File: config.mk
export PLATFORM = sky130hd
export DESIGN_NAME = fxalu_div_stage
export DESIGN_NICKNAME = d
export VERILOG_FILES = /design/src/design/fxalu_pkg.sv /design/src/design/fxalu_div_stage.sv
export SDC_FILE = /design/constraint.sdc
export NUM_CORES = 1
export LEC_CHECK = 0
export ABC_AREA = 1
export BUFFER_PORTS_ARGS = -buffer_cell sky130_fd_sc_hd__buf_2
export CORE_MARGIN = 2
export CORE_UTILIZATION = 30
export DETAILED_ROUTE_END_ITERATION = 16
export PLACE_DENSITY = 0.57
export SYNTH_ARGS = -nofsm -noshare
export SYNTH_HDL_FRONTEND = slang
export SYNTH_SLANG_ARGS = --single-unit
export TNS_END_PERCENT = 30
File: constraint.sdc
create_clock -name clk -period 3.4 [get_ports clk]
set_input_delay 0.17 -clock clk [delete_from_list [all_inputs] [get_ports clk]]
set_output_delay 0.17 -clock clk [all_outputs]
set_load 0.01 [all_outputs]
File: src/design/fxalu_pkg.sv
`default_nettype none
// ----------------------------------------------------------------------------
// fxalu_pkg
// Shared types and constants of the signed fixed-point ALU.
// ----------------------------------------------------------------------------
package fxalu_pkg;

  localparam int FRAC_BITS = 8;
  localparam int DATA_W = 32;
  localparam int NUM_W = DATA_W + FRAC_BITS;
  localparam int DIV_STAGES = (NUM_W + 1) / 2;
  localparam int QUO_W = 2 * DIV_STAGES;
  localparam int LATENCY = DIV_STAGES + 2;

  typedef enum logic [3:0] {
    OP_ADD      = 4'd0,
    OP_SUB      = 4'd1,
    OP_MUL      = 4'd2,
    OP_DIV      = 4'd3,
    OP_EQ       = 4'd4,
    OP_NE       = 4'd5,
    OP_LT       = 4'd6,
    OP_GT       = 4'd7,
    OP_LE       = 4'd8,
    OP_GE       = 4'd9,
    OP_MIN      = 4'd10,
    OP_MAX      = 4'd11,
    OP_INC      = 4'd12,
    OP_DEC      = 4'd13,
    OP_FROM_INT = 4'd14,
    OP_TO_INT   = 4'd15
  } op_t;

  typedef struct packed {
    op_t                op;
    logic signed [31:0] operand_a;
    logic signed [31:0] operand_b;
  } cmd_t;

  typedef struct packed {
    logic signed [31:0] result;
    logic               flag;
    logic               div_by_zero;
  } rsp_t;

  typedef struct packed {
    logic               vld;
    op_t                op;
    logic [31:0]        res;
    logic               flag;
    logic               dz;
    logic signed [63:0] prod;
    logic               neg;
    logic [QUO_W-1:0]   quo;
    logic [31:0]        rem;
    logic [31:0]        dvs;
  } pipe_t;

endpackage : fxalu_pkg
`default_nettype wire

File: src/design/fxalu_div_stage.sv
`default_nettype none
// ----------------------------------------------------------------------------
// fxalu_div_stage
// One divider stage: two restoring quotient bits, payload carried along.
// ----------------------------------------------------------------------------
module fxalu_div_stage
  import fxalu_pkg::*;
(
  input  wire logic  clk,
  input  wire logic  rst,
  input  wire pipe_t st_in,
  output pipe_t      st_out
);

  pipe_t st_next;
  logic [32:0] trial;

  always_comb begin
    st_next = st_in;
    trial = '0;
    for (int i = 0; i < 2; i++) begin
      trial = {st_next.rem, st_next.quo[QUO_W-1]};
      if (trial >= {1'b0, st_next.dvs}) begin
        trial = trial - {1'b0, st_next.dvs};
        st_next.quo = {st_next.quo[QUO_W-2:0], 1'b1};
      end else begin
        st_next.quo = {st_next.quo[QUO_W-2:0], 1'b0};
      end
      st_next.rem = trial[31:0];
    end
  end

  always_ff @(posedge clk) begin
    if (rst) begin
      st_out <= '0;
    end else begin
      st_out <= st_next;
    end
  end

endmodule : fxalu_div_stage
`default_nettype wire

==> results_dict.tcl <==
set metrics [dict create \
    grtUsageMet3_pct 3.705 \
    synth_seq_cells 208 \
    arrival_ns 3.70 \
    final_nets 2931 \
    drive_gt1_share_pct 37.12 \
    crit_path_top_delay_cell "ha_1" \
    io_pins 418 \
    critical-path-max-stage-delay_ns 0.32 \
    powerDensity_nw_per_um2 474.4 \
    ctsRootBufferMaster "clkbuf_16" \
    vdd_ir_drop_max_mv 0.3765 \
    synth_area_leaders "dfxtp_1, nand2_1, inv_1, nor2_1, ha_1" \
    via_per_inst 4.482 \
    fp.dieH_um 197.6 \
    first_global_vias 13930 \
    largest_register "st_out" \
    worst_slew_margin_rel_pct 50.46 \
    tightest_slew_ns 0.7430 \
    gp_congestion 0.9360 \
    cellLeakagePower_nw 11.19 \
    yosysMostFrequentCell "nand2_1" \
    postLayoutCoreUtil_pct 54.21 \
    grtUsageMet1_pct 27.30 \
    drcViolationCount 0 \
    yosys_warnings 0 \
    hold_path.class "in -> reg" \
    fin_ws_ns 0.1628 \
    grt.met2_usage_pct 45.63 \
    top_usage_layer "met2" \
    max_freq_mhz 308.9 \
    cts_buffers 23 \
    final-setup-viol-count 0 \
    largest_reg_flops 208 \
    overflow 0 \
    grt_max_degree 101 \
    grt_pass1_wl_mm 73.11 \
    cts_max_level 1 \
    period_minus_slack_ns 3.237 \
    drt_iter0_markers 743 \
    max-cap-violations 0 \
    critical_path_class "in -> reg" \
    cts_tree "done" \
    worstPathRequired_ns 3.86 \
    finalMaxSlewViolations 0 \
    synth_cell_types 37 \
    vias 14070 \
    finalCritPeriodShare_pct 95.21 \
    yosysSeqAreaShare_pct 37.04 \
    synth_edf_count 0 \
    preCtsSetupSlack_ns -0.6999 \
    die_area_um2 39040 \
    syn-num-nets 1986 \
    path_max_fanout 6 \
    ys_async_sr_fraction_pct 0 \
    rsz0062_at_grt "yes" \
    hold_viol 0 \
    status "complete, no violations" \
    reg_top3 "st_out: 208 flops" \
    wire_per_inst_um 16.07 \
    synth.avg_cell_area_um2 6.575 \
    clk_pin_slew_worst_paths_ns 0.06 \
    io_buffers 417 \
    rows 70 \
    hold_depth 4 \
    track_usage_pct 24.34 \
    antenna_left 0 \
    hpwl_mm 38.30 \
    syn_to_final_growth_pct 77.38 \
    die-width_um 197.6 \
    crit_path_end_kind "flop" \
    path_buf_inv 7 \
    synth_area_um2 11240 \
    antenna_found_initial 0 \
    min_to "st_out[9]" \
    synth_ff_type "dfxtp_1" \
    synth_top_area_cell "dfxtp_1" \
    cts_sinks 208 \
    path_delay_family "simple AND/OR/NAND/NOR gates" \
    synth_cells 1710 \
    min_from "st_in[9]" \
    drtPass1Iterations 5 \
    synth_common_cells "nand2_1, inv_1, nor2_1, dfxtp_1, ha_1" \
    wl_mm 50.42 \
    diodes 0 \
    core_um2 36790 \
    power_mw 9.461 \
    start_kind "input port" \
    start_util_pct 30.56 \
    clockBufferDepth 3 \
    synth.top_cell.area_share_pct 37.04 \
    critPathMostFrequentCell "nand2_1" \
]
==> area by class of cell <==
type,count,area (µm²)
clock inverter,9,141.4
multi-input combinational,1096,6304
clock buffer,31,645.6
tap,468,585.6
inverter,365,1371
sequential,208,4164
timing repair buffer,961,6731
fill,3453,16840
==> worst max-delay path by stage <==
stage / start / endpoint / cells past startpoint
floorplan: st_in[2] / st_out[63] / 31
global placement: st_in[28] / st_out[63] / 26
detailed placement: st_in[6] / st_out[54] / 30
CTS: st_in[8] / st_out[54] / 32
global route: st_in[28] / st_out[50] / 31
finish: st_in[47] / st_out[32] / 27
==> placed cells by master (no fill, tap or decap), drive strengths merged <==
cell type | netlist | final
a21boi | 2 | 2
a21o | 5 | 5
a21oi | 53 | 53
a31oi | 6 | 6
and2 | 3 | 3
and3 | 1 | 1
buf | 21 | 798
bufinv | 0 | 3
clkbuf | 21 | 34
clkinv | 1 | 5
clkinvlp | 0 | 1
dfxtp | 208 | 208
dlygate4sd3 | 0 | 160
fa | 2 | 2
ha | 64 | 64
inv | 364 | 365
nand2 | 435 | 435
nand3 | 55 | 56
nand3b | 31 | 31
nand4 | 37 | 37
nor2 | 299 | 299
nor3 | 14 | 14
nor4 | 2 | 2
o211ai | 3 | 3
o21a | 3 | 3
o21ai | 28 | 28
o21bai | 10 | 10
xnor2 | 28 | 28
xor2 | 14 | 14
==> stage by stage <==
step           setup TNS [ns]  hold slack [ns]  cell area, µm²  std cells
3_3_place_gp           -18.35           0.3687           16520       2925
5_1_grt                -2.629         0.005803           19940       3138
2_1_floorplan         -0.1473           0.2770           11240       1710
6_report                    0          0.01585           19940       3138
3_5_place_dp           -19.55           0.3758           16520       2925
4_1_cts                     0         0.003478           18960       3125
==> layer usage <==
metal	vias up	wire, µm
met1	6470	19950
li1	7025	-
met4	0	2480
met5	-	0
met2	456	25480
met3	114	2508
==> kinds of logic after synthesis <==
logic type                 after synthesis  synth area share (%)
AOI/OAI and AO/OA                      110                 5.475
adders and majority gates               66                 7.478
and+or+nand+nor                        877                 32.60
buffers and inverters                  407                 14.14
DFF                                    208                 37.04
xor gates and xnor gates                42                 3.272
==> report_power, final <==
part           switching (mW)  internal, mW
clock                    1.04          1.57
sequential             0.0624          2.67
combinational            2.14          1.99
total                    3.24          6.22
==> timing repair <==
action	CTS	global route
gates cloned	0	5
hold endpoints to repair	160	0
pin swaps	0	32
resized for setup	9	162
endpoints found under the setup margin	29	33
setup buffers	0	9
hold buffers	160	0
Note: power is estimated with default switching activity, not from simulation.
