## config.mk

```make
export PLATFORM = sky130hd
export DESIGN_NAME = fxalu_back
export DESIGN_NICKNAME = d
export VERILOG_FILES = /design/src/design/fxalu_pkg.sv /design/src/design/fxalu_back.sv
export SDC_FILE = /design/constraint.sdc
export NUM_CORES = 1
export LEC_CHECK = 0
export ABC_AREA = 1
export BUFFER_PORTS_ARGS = -buffer_cell sky130_fd_sc_hd__buf_2
export CAP_MARGIN = 10
export CORE_ASPECT_RATIO = 0.7
export CORE_MARGIN = 2
export CORE_UTILIZATION = 32
export CTS_BUF_LIST = sky130_fd_sc_hd__clkbuf_4 sky130_fd_sc_hd__clkbuf_8 sky130_fd_sc_hd__clkbuf_16
export DETAILED_ROUTE_END_ITERATION = 8
export PLACE_DENSITY = 0.83
export REMOVE_ABC_BUFFERS = 1
export SYNTH_ARGS = -nofsm -noshare
export SYNTH_HDL_FRONTEND = slang
export SYNTH_SLANG_ARGS = --single-unit
```

## constraint.sdc

```tcl
create_clock -name clk -period 1 [get_ports clk]
set_input_delay 0.05 -clock clk [delete_from_list [all_inputs] [get_ports clk]]
set_output_delay 0.05 -clock clk [all_outputs]
set_load 0.1 [all_outputs]
```

## src/design/fxalu_pkg.sv

```systemverilog
`default_nettype none
// ----------------------------------------------------------------------------
// fxalu_pkg
// Shared types and constants of the signed fixed-point ALU.
// ----------------------------------------------------------------------------
package fxalu_pkg;

  localparam int FRAC_BITS = 8;
  localparam int DATA_W = 32;
  localparam int NUM_W = DATA_W + FRAC_BITS;
  localparam int DIV_STAGES = (NUM_W + 1) / 2;
  localparam int QUO_W = 2 * DIV_STAGES;
  localparam int LATENCY = DIV_STAGES + 2;

  typedef enum logic [3:0] {
    OP_ADD      = 4'd0,
    OP_SUB      = 4'd1,
    OP_MUL      = 4'd2,
    OP_DIV      = 4'd3,
    OP_EQ       = 4'd4,
    OP_NE       = 4'd5,
    OP_LT       = 4'd6,
    OP_GT       = 4'd7,
    OP_LE       = 4'd8,
    OP_GE       = 4'd9,
    OP_MIN      = 4'd10,
    OP_MAX      = 4'd11,
    OP_INC      = 4'd12,
    OP_DEC      = 4'd13,
    OP_FROM_INT = 4'd14,
    OP_TO_INT   = 4'd15
  } op_t;

  typedef struct packed {
    op_t                op;
    logic signed [31:0] operand_a;
    logic signed [31:0] operand_b;
  } cmd_t;

  typedef struct packed {
    logic signed [31:0] result;
    logic               flag;
    logic               div_by_zero;
  } rsp_t;

  typedef struct packed {
    logic               vld;
    op_t                op;
    logic [31:0]        res;
    logic               flag;
    logic               dz;
    logic signed [63:0] prod;
    logic               neg;
    logic [QUO_W-1:0]   quo;
    logic [31:0]        rem;
    logic [31:0]        dvs;
  } pipe_t;

endpackage : fxalu_pkg
`default_nettype wire

```

## src/design/fxalu_back.sv

```systemverilog
`default_nettype none
// ----------------------------------------------------------------------------
// fxalu_back
// Last stage: product scaling, quotient sign and result selection.
// ----------------------------------------------------------------------------
module fxalu_back
  import fxalu_pkg::*;
(
  input  wire logic  clk,
  input  wire logic  rst,
  input  wire pipe_t st,
  output logic       done,
  output rsp_t       rsp
);

  rsp_t rsp_next;
  logic [31:0] q;

  always_comb begin
    q = st.quo[31:0];
    rsp_next.flag = st.flag;
    rsp_next.div_by_zero = st.dz;
    case (st.op)
      OP_MUL:  rsp_next.result = st.prod[FRAC_BITS +: 32];
      OP_DIV:  rsp_next.result = st.dz ? '0 : (st.neg ? 32'(-q) : q);
      default: rsp_next.result = st.res;
    endcase
  end

  always_ff @(posedge clk) begin
    rsp <= rsp_next;
    if (rst) begin
      done <= 1'b0;
    end else begin
      done <= st.vld;
    end
  end

endmodule : fxalu_back
`default_nettype wire

```

==> key figures <==
Routing
  – Number of detailed-route iterations in the first pass: 4
  – Drt via density: 4.73
  – Drt drc: 0
  – Initial detailed-routing violation count: about 260
  – WL/cell: approximately 13 µm
  – Number of nets with antenna violations after detailed routing: 0
  – Total via count in the routed design: between 3000 and 4000
  – Final wirelength: ~9300 µm

Logic synthesis
  – Post-synthesis cell count: 400
  – Count of cell types in the netlist: 26
  – Share of the synthesized area in the top cell type: 0.294
  – Number of synthesis warnings: 0
  – Biggest area consumer among synthesized cells: dfxtp_1
  – Flip-flop and latch count after synthesis: 35
  – Post-Synthesis Cell Area: between 0.002 and 0.0025 mm²
  – Average cell area after synthesis: a little under 6 µm²
  – Part of the Yosys area used for sequential elements: 0.294
  – Area contributors post-synth: dfxtp_1, nand2_1, nand3_1

Floorplan
  – Standard cell core area: around 0.0073 mm²
  – IO Pins: 245
  – Area enclosed by the die boundary: 0.00815 mm²
  – Initial Utilization: 0.328
  – Row cnt: 26
  – Die X: approximately 110 µm
  – Chip Height: 76.2 µm

Clocking
  – Root Buffer Master: clkbuf_8
  – Clock transition at the register clock pins on the worst setup and hold paths after CTS: roughly 70 ps
  – Clock buffer count from CTS: 5
  – Longest Clk Path Bufs: 2
  – H-tree levels: 2
  – Clk sinks: 35
  – TritonCTS clock tree: done

Global route
  – Vias in the first global route: 3294
  – Maximum number of pins on one net before global-route repair: 33
  – Number of antenna violations at the first check in global routing: 2
  – Wire length of the first global-routing pass: 15000 µm
  – Overall track demand over capacity in global routing: 0.228
  – Sum of overflow across all layers after global routing: 0

Worst setup path
  – Startpoint type of the worst setup path: primary input
  – CP dominant cell by count: nand2_1
  – Startpoint-to-endpoint class of the critical path: primary input to register
  – Critical-path cell list: buf_2 -> nor2_2 -> nand2_1 -> nor2_1 -> nand2_1 -> nand2_1 -> nand3_1 -> nand3_1 -> nand2_1
  – Critical Path End Type: register
  – Required time of the critical path: ~1200 ps
  – Buffers and inverters on the worst path: 1
  – Library cell contributing the largest single delay on the critical path: nor2_2
  – CP Capture Point: rsp[32]
  – Number of cells on the critical path: 9
  – Worst endpoint data arrival time: 1130 ps
  – CP max stage delay: 200 ps
  – Maximum fanout count along the critical path: 4
  – Kind of cell adding the most delay to the critical path: simple AND/OR/NAND/NOR gates
  – Startpoint of the worst setup timing path: st[76]

Cells and area
  – Layout Utilization: 0.628
  – Number of filler instances in the final layout: around 630
  – Layout cells sized above 1: 0.350
  – Growth of design area from synthesis to finish: 91.5%
  – Final non-filler cell area: about 0.0046 mm²
  – Post-layout net count: 821

Place
  – Detailed placement HPWL: approximately 7000 µm
  – Weighted congestion reported at the end of routability-driven placement: 0.961
  – Post-DP Area: around 0.004 mm²
  – PortBufs: 140

Timing
  – Minimum period implied by the final worst setup slack: 946 ps
  – Transition time of the tightest slew-check pin: 326 ps
  – Slew headroom: 0.783
  – Fin Hold WS: 32.6 ps
  – Final Max Slew Viols: 0
  – Fmax: 1060 MHz
  – Final Setup Violations: 0
  – Period utilization: 0.946
  – Final total negative setup slack: 0 ps
  – Final Hold Violating Endpoints: 0

Power
  – Leakage power: approximately 2.3 nW
  – Total power divided by cell area: 1130 mW/mm²
  – Total Power: 5.17 mW
  – Peak supply drop: 0.000651 V

Flow run
  – MaxCap Viol Count: 0

Run status
  – Status: complete, no violations

Worst hold path
  – Class of the tightest hold or removal check: primary input to register
worst min-delay path by stage:
| stage | slack (ps) | cells after the start | start | end |
|---|---|---|---|---|
| 2_1_floorplan | 80 | 0 | st[169] | rsp[0] |
| 3_3_place_gp | 160 | 1 | st[170] | rsp[1] |
| 3_5_place_dp | 150 | 1 | st[170] | rsp[1] |
| 4_1_cts | 20 | 4 | st[95] | rsp[33] |
| 5_1_grt | 50 | 4 | st[137] | rsp[26] |
| 6_report | 30 | 4 | st[95] | rsp[33] |
report_power, final:
group	internal (mW)	leakage, nW	switching [mW]
sequential	1.50	0.295	0.0891
clock	0.807	0.0612	0.554
combinational	0.918	1.93	1.30
total	3.23	2.29	1.94
through the flow:
| stage | instances | setup slack [ps] |
|---|---|---|
| after global routing | 710 | -15.8 |
| after detailed placement | 661 | -408 |
| final | 710 | 54.5 |
| after floorplan | 387 | -396 |
| after CTS | 708 | 7.17 |
| after global placement | 661 | -327 |
cell usage after synthesis:
cell type	instances
inv_2	1
nand3_1	66
a22oi_1	1
nor2_2	3
nor2_4	1
ha_1	1
o211ai_1	1
a21oi_1	2
o21ai_1	2
a21o_1	1
nor3b_2	1
nand2_2	1
a22o_1	15
o21ai_0	12
inv_1	45
nor3_4	1
nand2_1	143
nand3b_1	6
nand3_2	1
dfxtp_1	35
nor2_1	45
buf_6	3
or2_0	1
o21bai_1	1
or2_2	1
buf_2	10
logic make-up after synthesis:
logic type	after synthesis	synth area share
buffers and inverters	59	0.108
flip-flops	35	0.294
AND/OR/NAND/NOR	270	0.491
adder cells (fa/ha/maj)	1	0.00526
AO/OA/AOI/OAI	35	0.101
state kept, by name, indices dropped and copies added, names as in the netlist:
| register | cells |
|---|---|
| rsp | 34 |
| done | 1 |
layout make-up:
class,count,area (µm²),share of cell area
inverter,46,173,0.0379
timing repair buffer,216,1940,0.427
sequential,35,701,0.154
clock inverter,2,35.0,0.00769
multi-input combinational,306,1500,0.329
tap,98,123,0.0269
clock buffer,6,82.6,0.0181
antenna,1,2.50,0.000549
tightest hold or removal path, stage by stage:
cell	delay, ps
buf_2	80
nand2_1	50
nand3_1	60
nand2_1	40
cell usage in the layout, fill, tap and decap left out, types with 2 or more instances in the layout:
cell           synthesis  layout
inv_2                  1       4
nor2_1                45      39
o21ai_0               12      11
buf_2                 10     105
nand2_2                1       8
dfxtp_1               35      35
a21oi_1                2       2
dlygate4sd3_1          0      39
buf_12                 0      39
nand2_1              143     135
nor2_4                 1       3
clkbuf_8               0       6
nand3b_1               6       6
nor2_2                 3       7
nand3_1               66      65
buf_4                  0      33
inv_1                 45      42
o21ai_1                2       3
a22o_1                15      15
routing by layer:
metal | track usage | vias up | share of wire
met3 | 0.0573 | 16 | 0.098
met2 | 0.386 | 152 | 0.45
li1 | - | 1700 | -
met1 | 0.282 | 1489 | 0.43
met4 | 0.0714 | 0 | 0.021
met5 | 0 | - | 0
timing repair:
item | 4_1_cts | 5_1_grt
hold buffers | 39 | 0
endpoints found under the hold margin | 20 | 0
setup endpoints to repair | 13 | 26
gates resized for setup | 6 | 19
setup buffers | 0 | 1
pin swaps | 1 | 8
(Power assumes the default switching activity.)
