==> config.mk <==
export PLATFORM = sky130hd
export DESIGN_NAME = fxalu_front
export DESIGN_NICKNAME = d
export VERILOG_FILES = /design/src/design/fxalu_pkg.sv /design/src/design/fxalu_front.sv
export SDC_FILE = /design/constraint.sdc
export NUM_CORES = 2
export LEC_CHECK = 0
export BUFFER_PORTS_ARGS = -buffer_cell sky130_fd_sc_hd__buf_4
export CAP_MARGIN = 5
export CORE_ASPECT_RATIO = 1.4
export CORE_MARGIN = 5
export CORE_UTILIZATION = 30
export CTS_CLUSTER_DIAMETER = 100
export DETAILED_ROUTE_END_ITERATION = 8
export PLACE_DENSITY_LB_ADDON = 0.2
export SYNTH_ARGS = -nofsm -noshare
export SYNTH_HDL_FRONTEND = slang
export SYNTH_SLANG_ARGS = --single-unit
==> constraint.sdc <==
create_clock -name clk -period 9.4 [get_ports clk]
set_input_delay 0.94 -clock clk [delete_from_list [all_inputs] [get_ports clk]]
set_output_delay 0.94 -clock clk [all_outputs]
set_load 0.005 [all_outputs]
==> src/design/fxalu_pkg.sv <==
`default_nettype none
// ----------------------------------------------------------------------------
// fxalu_pkg
// Shared types and constants of the signed fixed-point ALU.
// ----------------------------------------------------------------------------
package fxalu_pkg;

  localparam int FRAC_BITS = 8;
  localparam int DATA_W = 32;
  localparam int NUM_W = DATA_W + FRAC_BITS;
  localparam int DIV_STAGES = (NUM_W + 1) / 2;
  localparam int QUO_W = 2 * DIV_STAGES;
  localparam int LATENCY = DIV_STAGES + 2;

  typedef enum logic [3:0] {
    OP_ADD      = 4'd0,
    OP_SUB      = 4'd1,
    OP_MUL      = 4'd2,
    OP_DIV      = 4'd3,
    OP_EQ       = 4'd4,
    OP_NE       = 4'd5,
    OP_LT       = 4'd6,
    OP_GT       = 4'd7,
    OP_LE       = 4'd8,
    OP_GE       = 4'd9,
    OP_MIN      = 4'd10,
    OP_MAX      = 4'd11,
    OP_INC      = 4'd12,
    OP_DEC      = 4'd13,
    OP_FROM_INT = 4'd14,
    OP_TO_INT   = 4'd15
  } op_t;

  typedef struct packed {
    op_t                op;
    logic signed [31:0] operand_a;
    logic signed [31:0] operand_b;
  } cmd_t;

  typedef struct packed {
    logic signed [31:0] result;
    logic               flag;
    logic               div_by_zero;
  } rsp_t;

  typedef struct packed {
    logic               vld;
    op_t                op;
    logic [31:0]        res;
    logic               flag;
    logic               dz;
    logic signed [63:0] prod;
    logic               neg;
    logic [QUO_W-1:0]   quo;
    logic [31:0]        rem;
    logic [31:0]        dvs;
  } pipe_t;

endpackage : fxalu_pkg
`default_nettype wire

==> src/design/fxalu_front.sv <==
`default_nettype none
// ----------------------------------------------------------------------------
// fxalu_front
// First stage: simple operations, full product and divider operand setup.
// ----------------------------------------------------------------------------
module fxalu_front
  import fxalu_pkg::*;
(
  input  wire logic  clk,
  input  wire logic  rst,
  input  wire logic  vld_in,
  input  wire cmd_t  cmd,
  output pipe_t      st
);

  pipe_t st_next;
  logic signed [31:0] a;
  logic signed [31:0] b;
  logic [31:0] a_mag;
  logic [31:0] b_mag;

  always_comb begin
    a = cmd.operand_a;
    b = cmd.operand_b;
    a_mag = a[31] ? 32'(-a) : a;
    b_mag = b[31] ? 32'(-b) : b;
    st_next = '0;
    st_next.vld = vld_in;
    st_next.op = cmd.op;
    st_next.prod = 64'(a) * 64'(b);
    st_next.neg = a[31] ^ b[31];
    st_next.quo = QUO_W'({a_mag, {FRAC_BITS{1'b0}}});
    st_next.rem = '0;
    st_next.dvs = b_mag;
    case (cmd.op)
      OP_ADD:      st_next.res = a + b;
      OP_SUB:      st_next.res = a - b;
      OP_DIV:      st_next.dz = (b == 32'sd0);
      OP_EQ:       st_next.flag = (a == b);
      OP_NE:       st_next.flag = (a != b);
      OP_LT:       st_next.flag = (a < b);
      OP_GT:       st_next.flag = (a > b);
      OP_LE:       st_next.flag = (a <= b);
      OP_GE:       st_next.flag = (a >= b);
      OP_MIN:      st_next.res = (a <= b) ? a : b;
      OP_MAX:      st_next.res = (a >= b) ? a : b;
      OP_INC:      st_next.res = a + 32'sd1;
      OP_DEC:      st_next.res = a - 32'sd1;
      OP_FROM_INT: st_next.res = a << FRAC_BITS;
      OP_TO_INT:   st_next.res = a >>> FRAC_BITS;
      default:     st_next.res = '0;
    endcase
  end

  always_ff @(posedge clk) begin
    if (rst) begin
      st <= '0;
    end else begin
      st <= st_next;
    end
  end

endmodule : fxalu_front
`default_nettype wire

==> impl_results.rst <==
.. list-table::
   :header-rows: 1

   * - Metric
     - Value
   * - Result of the run
     - finished clean
   * - Destination of the worst hold path
     - st[207]$_SDFF_PP0_
   * - Die Footprint
     - 0.165 mm^2
   * - Mapped cell area
     - 0.0471 mm^2
   * - Biggest registers after layout
     - st x168
   * - All-layer global routing usage
     - 0.223
   * - Via count of the routed design
     - 37300
   * - Slew of the pin with the lowest slew margin
     - 1.23 ns
   * - Sequential cell area in the final layout
     - 0.00336 mm^2
   * - Die width
     - 345 um
   * - Shortest clock period the worst path allows after layout
     - 8.90 ns
   * - Final Cell Area
     - 0.0523 mm^2
   * - Floorplan Core Area
     - 0.157 mm^2
   * - FFs w/ async S/R, synth
     - 0
   * - Area of combinational cells with multiple inputs
     - 0.0386 mm^2
   * - Final weighted congestion in routability-driven placement
     - 0.900
   * - Setup-violating endpoint count in the final report
     - 0
   * - Routed Antenna Nets
     - 0
   * - CTS sink count
     - 168
   * - Fraction of the yosys area taken by sequential cells
     - 0.0714
   * - Yosys Warn Count
     - 0
   * - Number of flops mapped to enable cells by yosys
     - 0
   * - Maximum operating frequency
     - 112 MHz
   * - CTS max path bufs
     - 2
   * - Unique masters post-synth
     - 71
   * - Post-CTS sizing
     - 0
   * - Tightest slew margin relative to the limit
     - 0.174
   * - Final Hold Viols
     - 0
   * - Largest register FFs
     - 168
   * - Hold buffers post-CTS
     - 0
   * - Flip-flop cell with the highest count after synthesis
     - dfxtp_1
   * - Mean cell area of the mapped netlist
     - 8.91 um^2
   * - Filler Cells Inserted
     - 16600
   * - Register name with the most flops
     - st
   * - Biggest fanout along the worst timing path
     - 28
   * - Die height
     - 479 um
   * - Worst setup SP type
     - primary input
   * - DRC violation total after the first TritonRoute iteration
     - 2301
   * - # port buffers
     - 238
   * - Instance area after placement
     - 0.0517 mm^2
   * - Combined buffer and inverter count along the critical path
     - 10
   * - Starting utilization of the core area
     - 0.301
   * - CP top delay family
     - adder cells
   * - Worst-path clk slew
     - 0.10 ns
   * - First-pass GRT wire length
     - 272 mm
   * - Max-cap viol count
     - 0
   * - Count of mapped cells out of synthesis
     - 5289
   * - Proportion of layout cells with a drive suffix above 1
     - 0.0879
   * - Count of TritonRoute iterations in the first routing pass
     - 5
   * - Worst endpoint required time
     - 9.83 ns
   * - Final-stage net count
     - 6852
   * - Post-CTS setup buffer count
     - 0
   * - TritonCTS buffer count
     - 17
   * - Unrepaired setup endpoints after global routing
     - false
   * - Average wire per cell in the routed design
     - 24.5 um
   * - Clock tree from TritonCTS
     - done
   * - Antenna violations before repair
     - 20
   * - Number of cells traversed by the worst hold path
     - 2
   * - Sort of element at the end of the critical path
     - flip-flop
   * - Post-detailed-route DRC marker count
     - 0
   * - Flip-flop and latch count after synthesis
     - 168
   * - Post-detail-place hpwl
     - 149 mm
   * - # H-tree levels
     - 4
   * - Number of rows in the core area
     - 172
   * - Launch point of the worst hold path
     - vld_in
   * - Worst setup path category
     - in -> reg
   * - Stage delay of the slowest cell on the critical path
     - 0.62 ns
   * - Min-Delay Path Class
     - in -> reg
   * - Area overhead of the layout relative to synthesis
     - 11.0%
   * - Arr. time, crit path
     - 9.33 ns
   * - Post-route clock period utilization
     - 0.947
   * - Via count of the first global-routing pass
     - 40700
   * - Most common cell on crit path
     - fa_1
   * - Post-DR vias/cell
     - 4.96
   * - I/O pin total
     - 279
   * - Slowest cell on crit path
     - a211oi_1
   * - Maximum number of pins on one net before global-route repair
     - 63
   * - Detailed Route WL
     - 184 mm
   * - Pins Over Slew Limit
     - 0
   * - Final global-route overflow total
     - 0
   * - Root buffer selected by CTS
     - clkbuf_16
## per-stage QoR
| step | setup slack [ns] | TNS, ns | hold WS [ns] | util | instances |
|---|---|---|---|---|---|
| after floorplan | 0.609 | 0 | 1.07 | - | 5328 |
| after global placement | -0.0822 | -0.0822 | 1.15 | 0.330 | 7485 |
| after detailed placement | -0.0229 | -0.0229 | 1.17 | 0.330 | 7485 |
| after CTS | 0.578 | 0 | 0.570 | 0.334 | 7517 |
| after global routing | 0.169 | 0 | 0.613 | 0.334 | 7521 |
| final | 0.499 | 0 | 0.613 | 0.334 | 7525 |
## kinds of logic after synthesis
kind of cell / after synthesis / synth area share
AO/OA/AOI/OAI: 591 / 0.0796
multiplexers: 11 / 0.00236
XOR/XNOR: 207 / 0.0385
adder cells (fa/ha/maj): 1365 / 0.535
buffers and inverters: 1372 / 0.113
flip-flops: 168 / 0.0714
other: 1 / 0.0000796
AND/OR/NAND/NOR: 1574 / 0.160
## metal layers
| layer | up-vias | track usage | part of all wire |
|---|---|---|---|
| met5 | - | 0 | 0.00045 |
| met4 | 12 | 0.128 | 0.068 |
| met3 | 379 | 0.0298 | 0.050 |
| met2 | 1337 | 0.404 | 0.52 |
| met1 | 19500 | 0.251 | 0.36 |
| li1 | 16100 | - | - |
## synth_stat cells, types with 8 or more instances
library cell | n | area (um^2)
fa_1 | 1084 | 21700
inv_1 | 1000 | 3750
nand2_1 | 622 | 2330
and2_1 | 438 | 2740
nor2_1 | 310 | 1160
ha_1 | 281 | 3520
clkbuf_1 | 272 | 1020
a21oi_1 | 185 | 926
dfxtp_1 | 168 | 3360
xnor2_1 | 144 | 1260
o21ai_0 | 137 | 686
a21o_1 | 64 | 480
xor2_1 | 63 | 552
buf_4 | 40 | 300
buf_1 | 37 | 139
nor2b_1 | 34 | 213
nand3_1 | 27 | 135
o21a_1 | 26 | 195
nand2b_1 | 25 | 156
a31oi_1 | 20 | 125
clkinv_1 | 20 | 75.1
nand4_1 | 20 | 125
a221oi_1 | 18 | 158
or3_1 | 18 | 113
a222oi_1 | 17 | 170
nor3_1 | 17 | 85.1
o21bai_1 | 17 | 128
a211oi_1 | 15 | 113
o31ai_1 | 15 | 113
and3_1 | 11 | 68.8
a41oi_1 | 10 | 87.6
mux2i_1 | 10 | 100
o211ai_1 | 10 | 75.1
nor4_1 | 9 | 56.3
o221ai_1 | 8 | 70.1
o41ai_1 | 8 | 70.1
## worst max path at each step
stage	startpoint	end	slack [ns]	depth (start not counted)
3_3_place_gp	cmd[5]	st[160]$_SDFF_PP0_	-0.08	29
4_1_cts	cmd[5]	st[160]$_SDFF_PP0_	0.58	29
3_5_place_dp	cmd[9]	st[160]$_SDFF_PP0_	-0.02	29
5_1_grt	cmd[5]	st[160]$_SDFF_PP0_	0.17	29
2_1_floorplan	cmd[63]	st[167]$_SDFF_PP0_	0.61	25
6_report	cmd[9]	st[160]$_SDFF_PP0_	0.50	29
## area by class of cell
class,instances,share of cell area
repair buffers,421,0.0629
flip-flops and latches,168,0.0643
multi-input cells,3788,0.738
diodes,8,0.000383
inverters,1020,0.0732
clock inverters,14,0.00297
well taps,2088,0.0499
clock buffers,18,0.00839
## cells in the final DEF, fill, tap and decap left out, types with 144 or more instances in the layout
cell type  count
and2_1       438
nor2_1       309
fa_1        1084
xnor2_1      144
dfxtp_1      168
nand2_1      622
a21oi_1      185
ha_1         281
inv_1       1000
buf_4        410
Power is left out: the tool's default activity adds up to more than one toggle a clock period on the data nets, which glitch-free logic cannot reach.
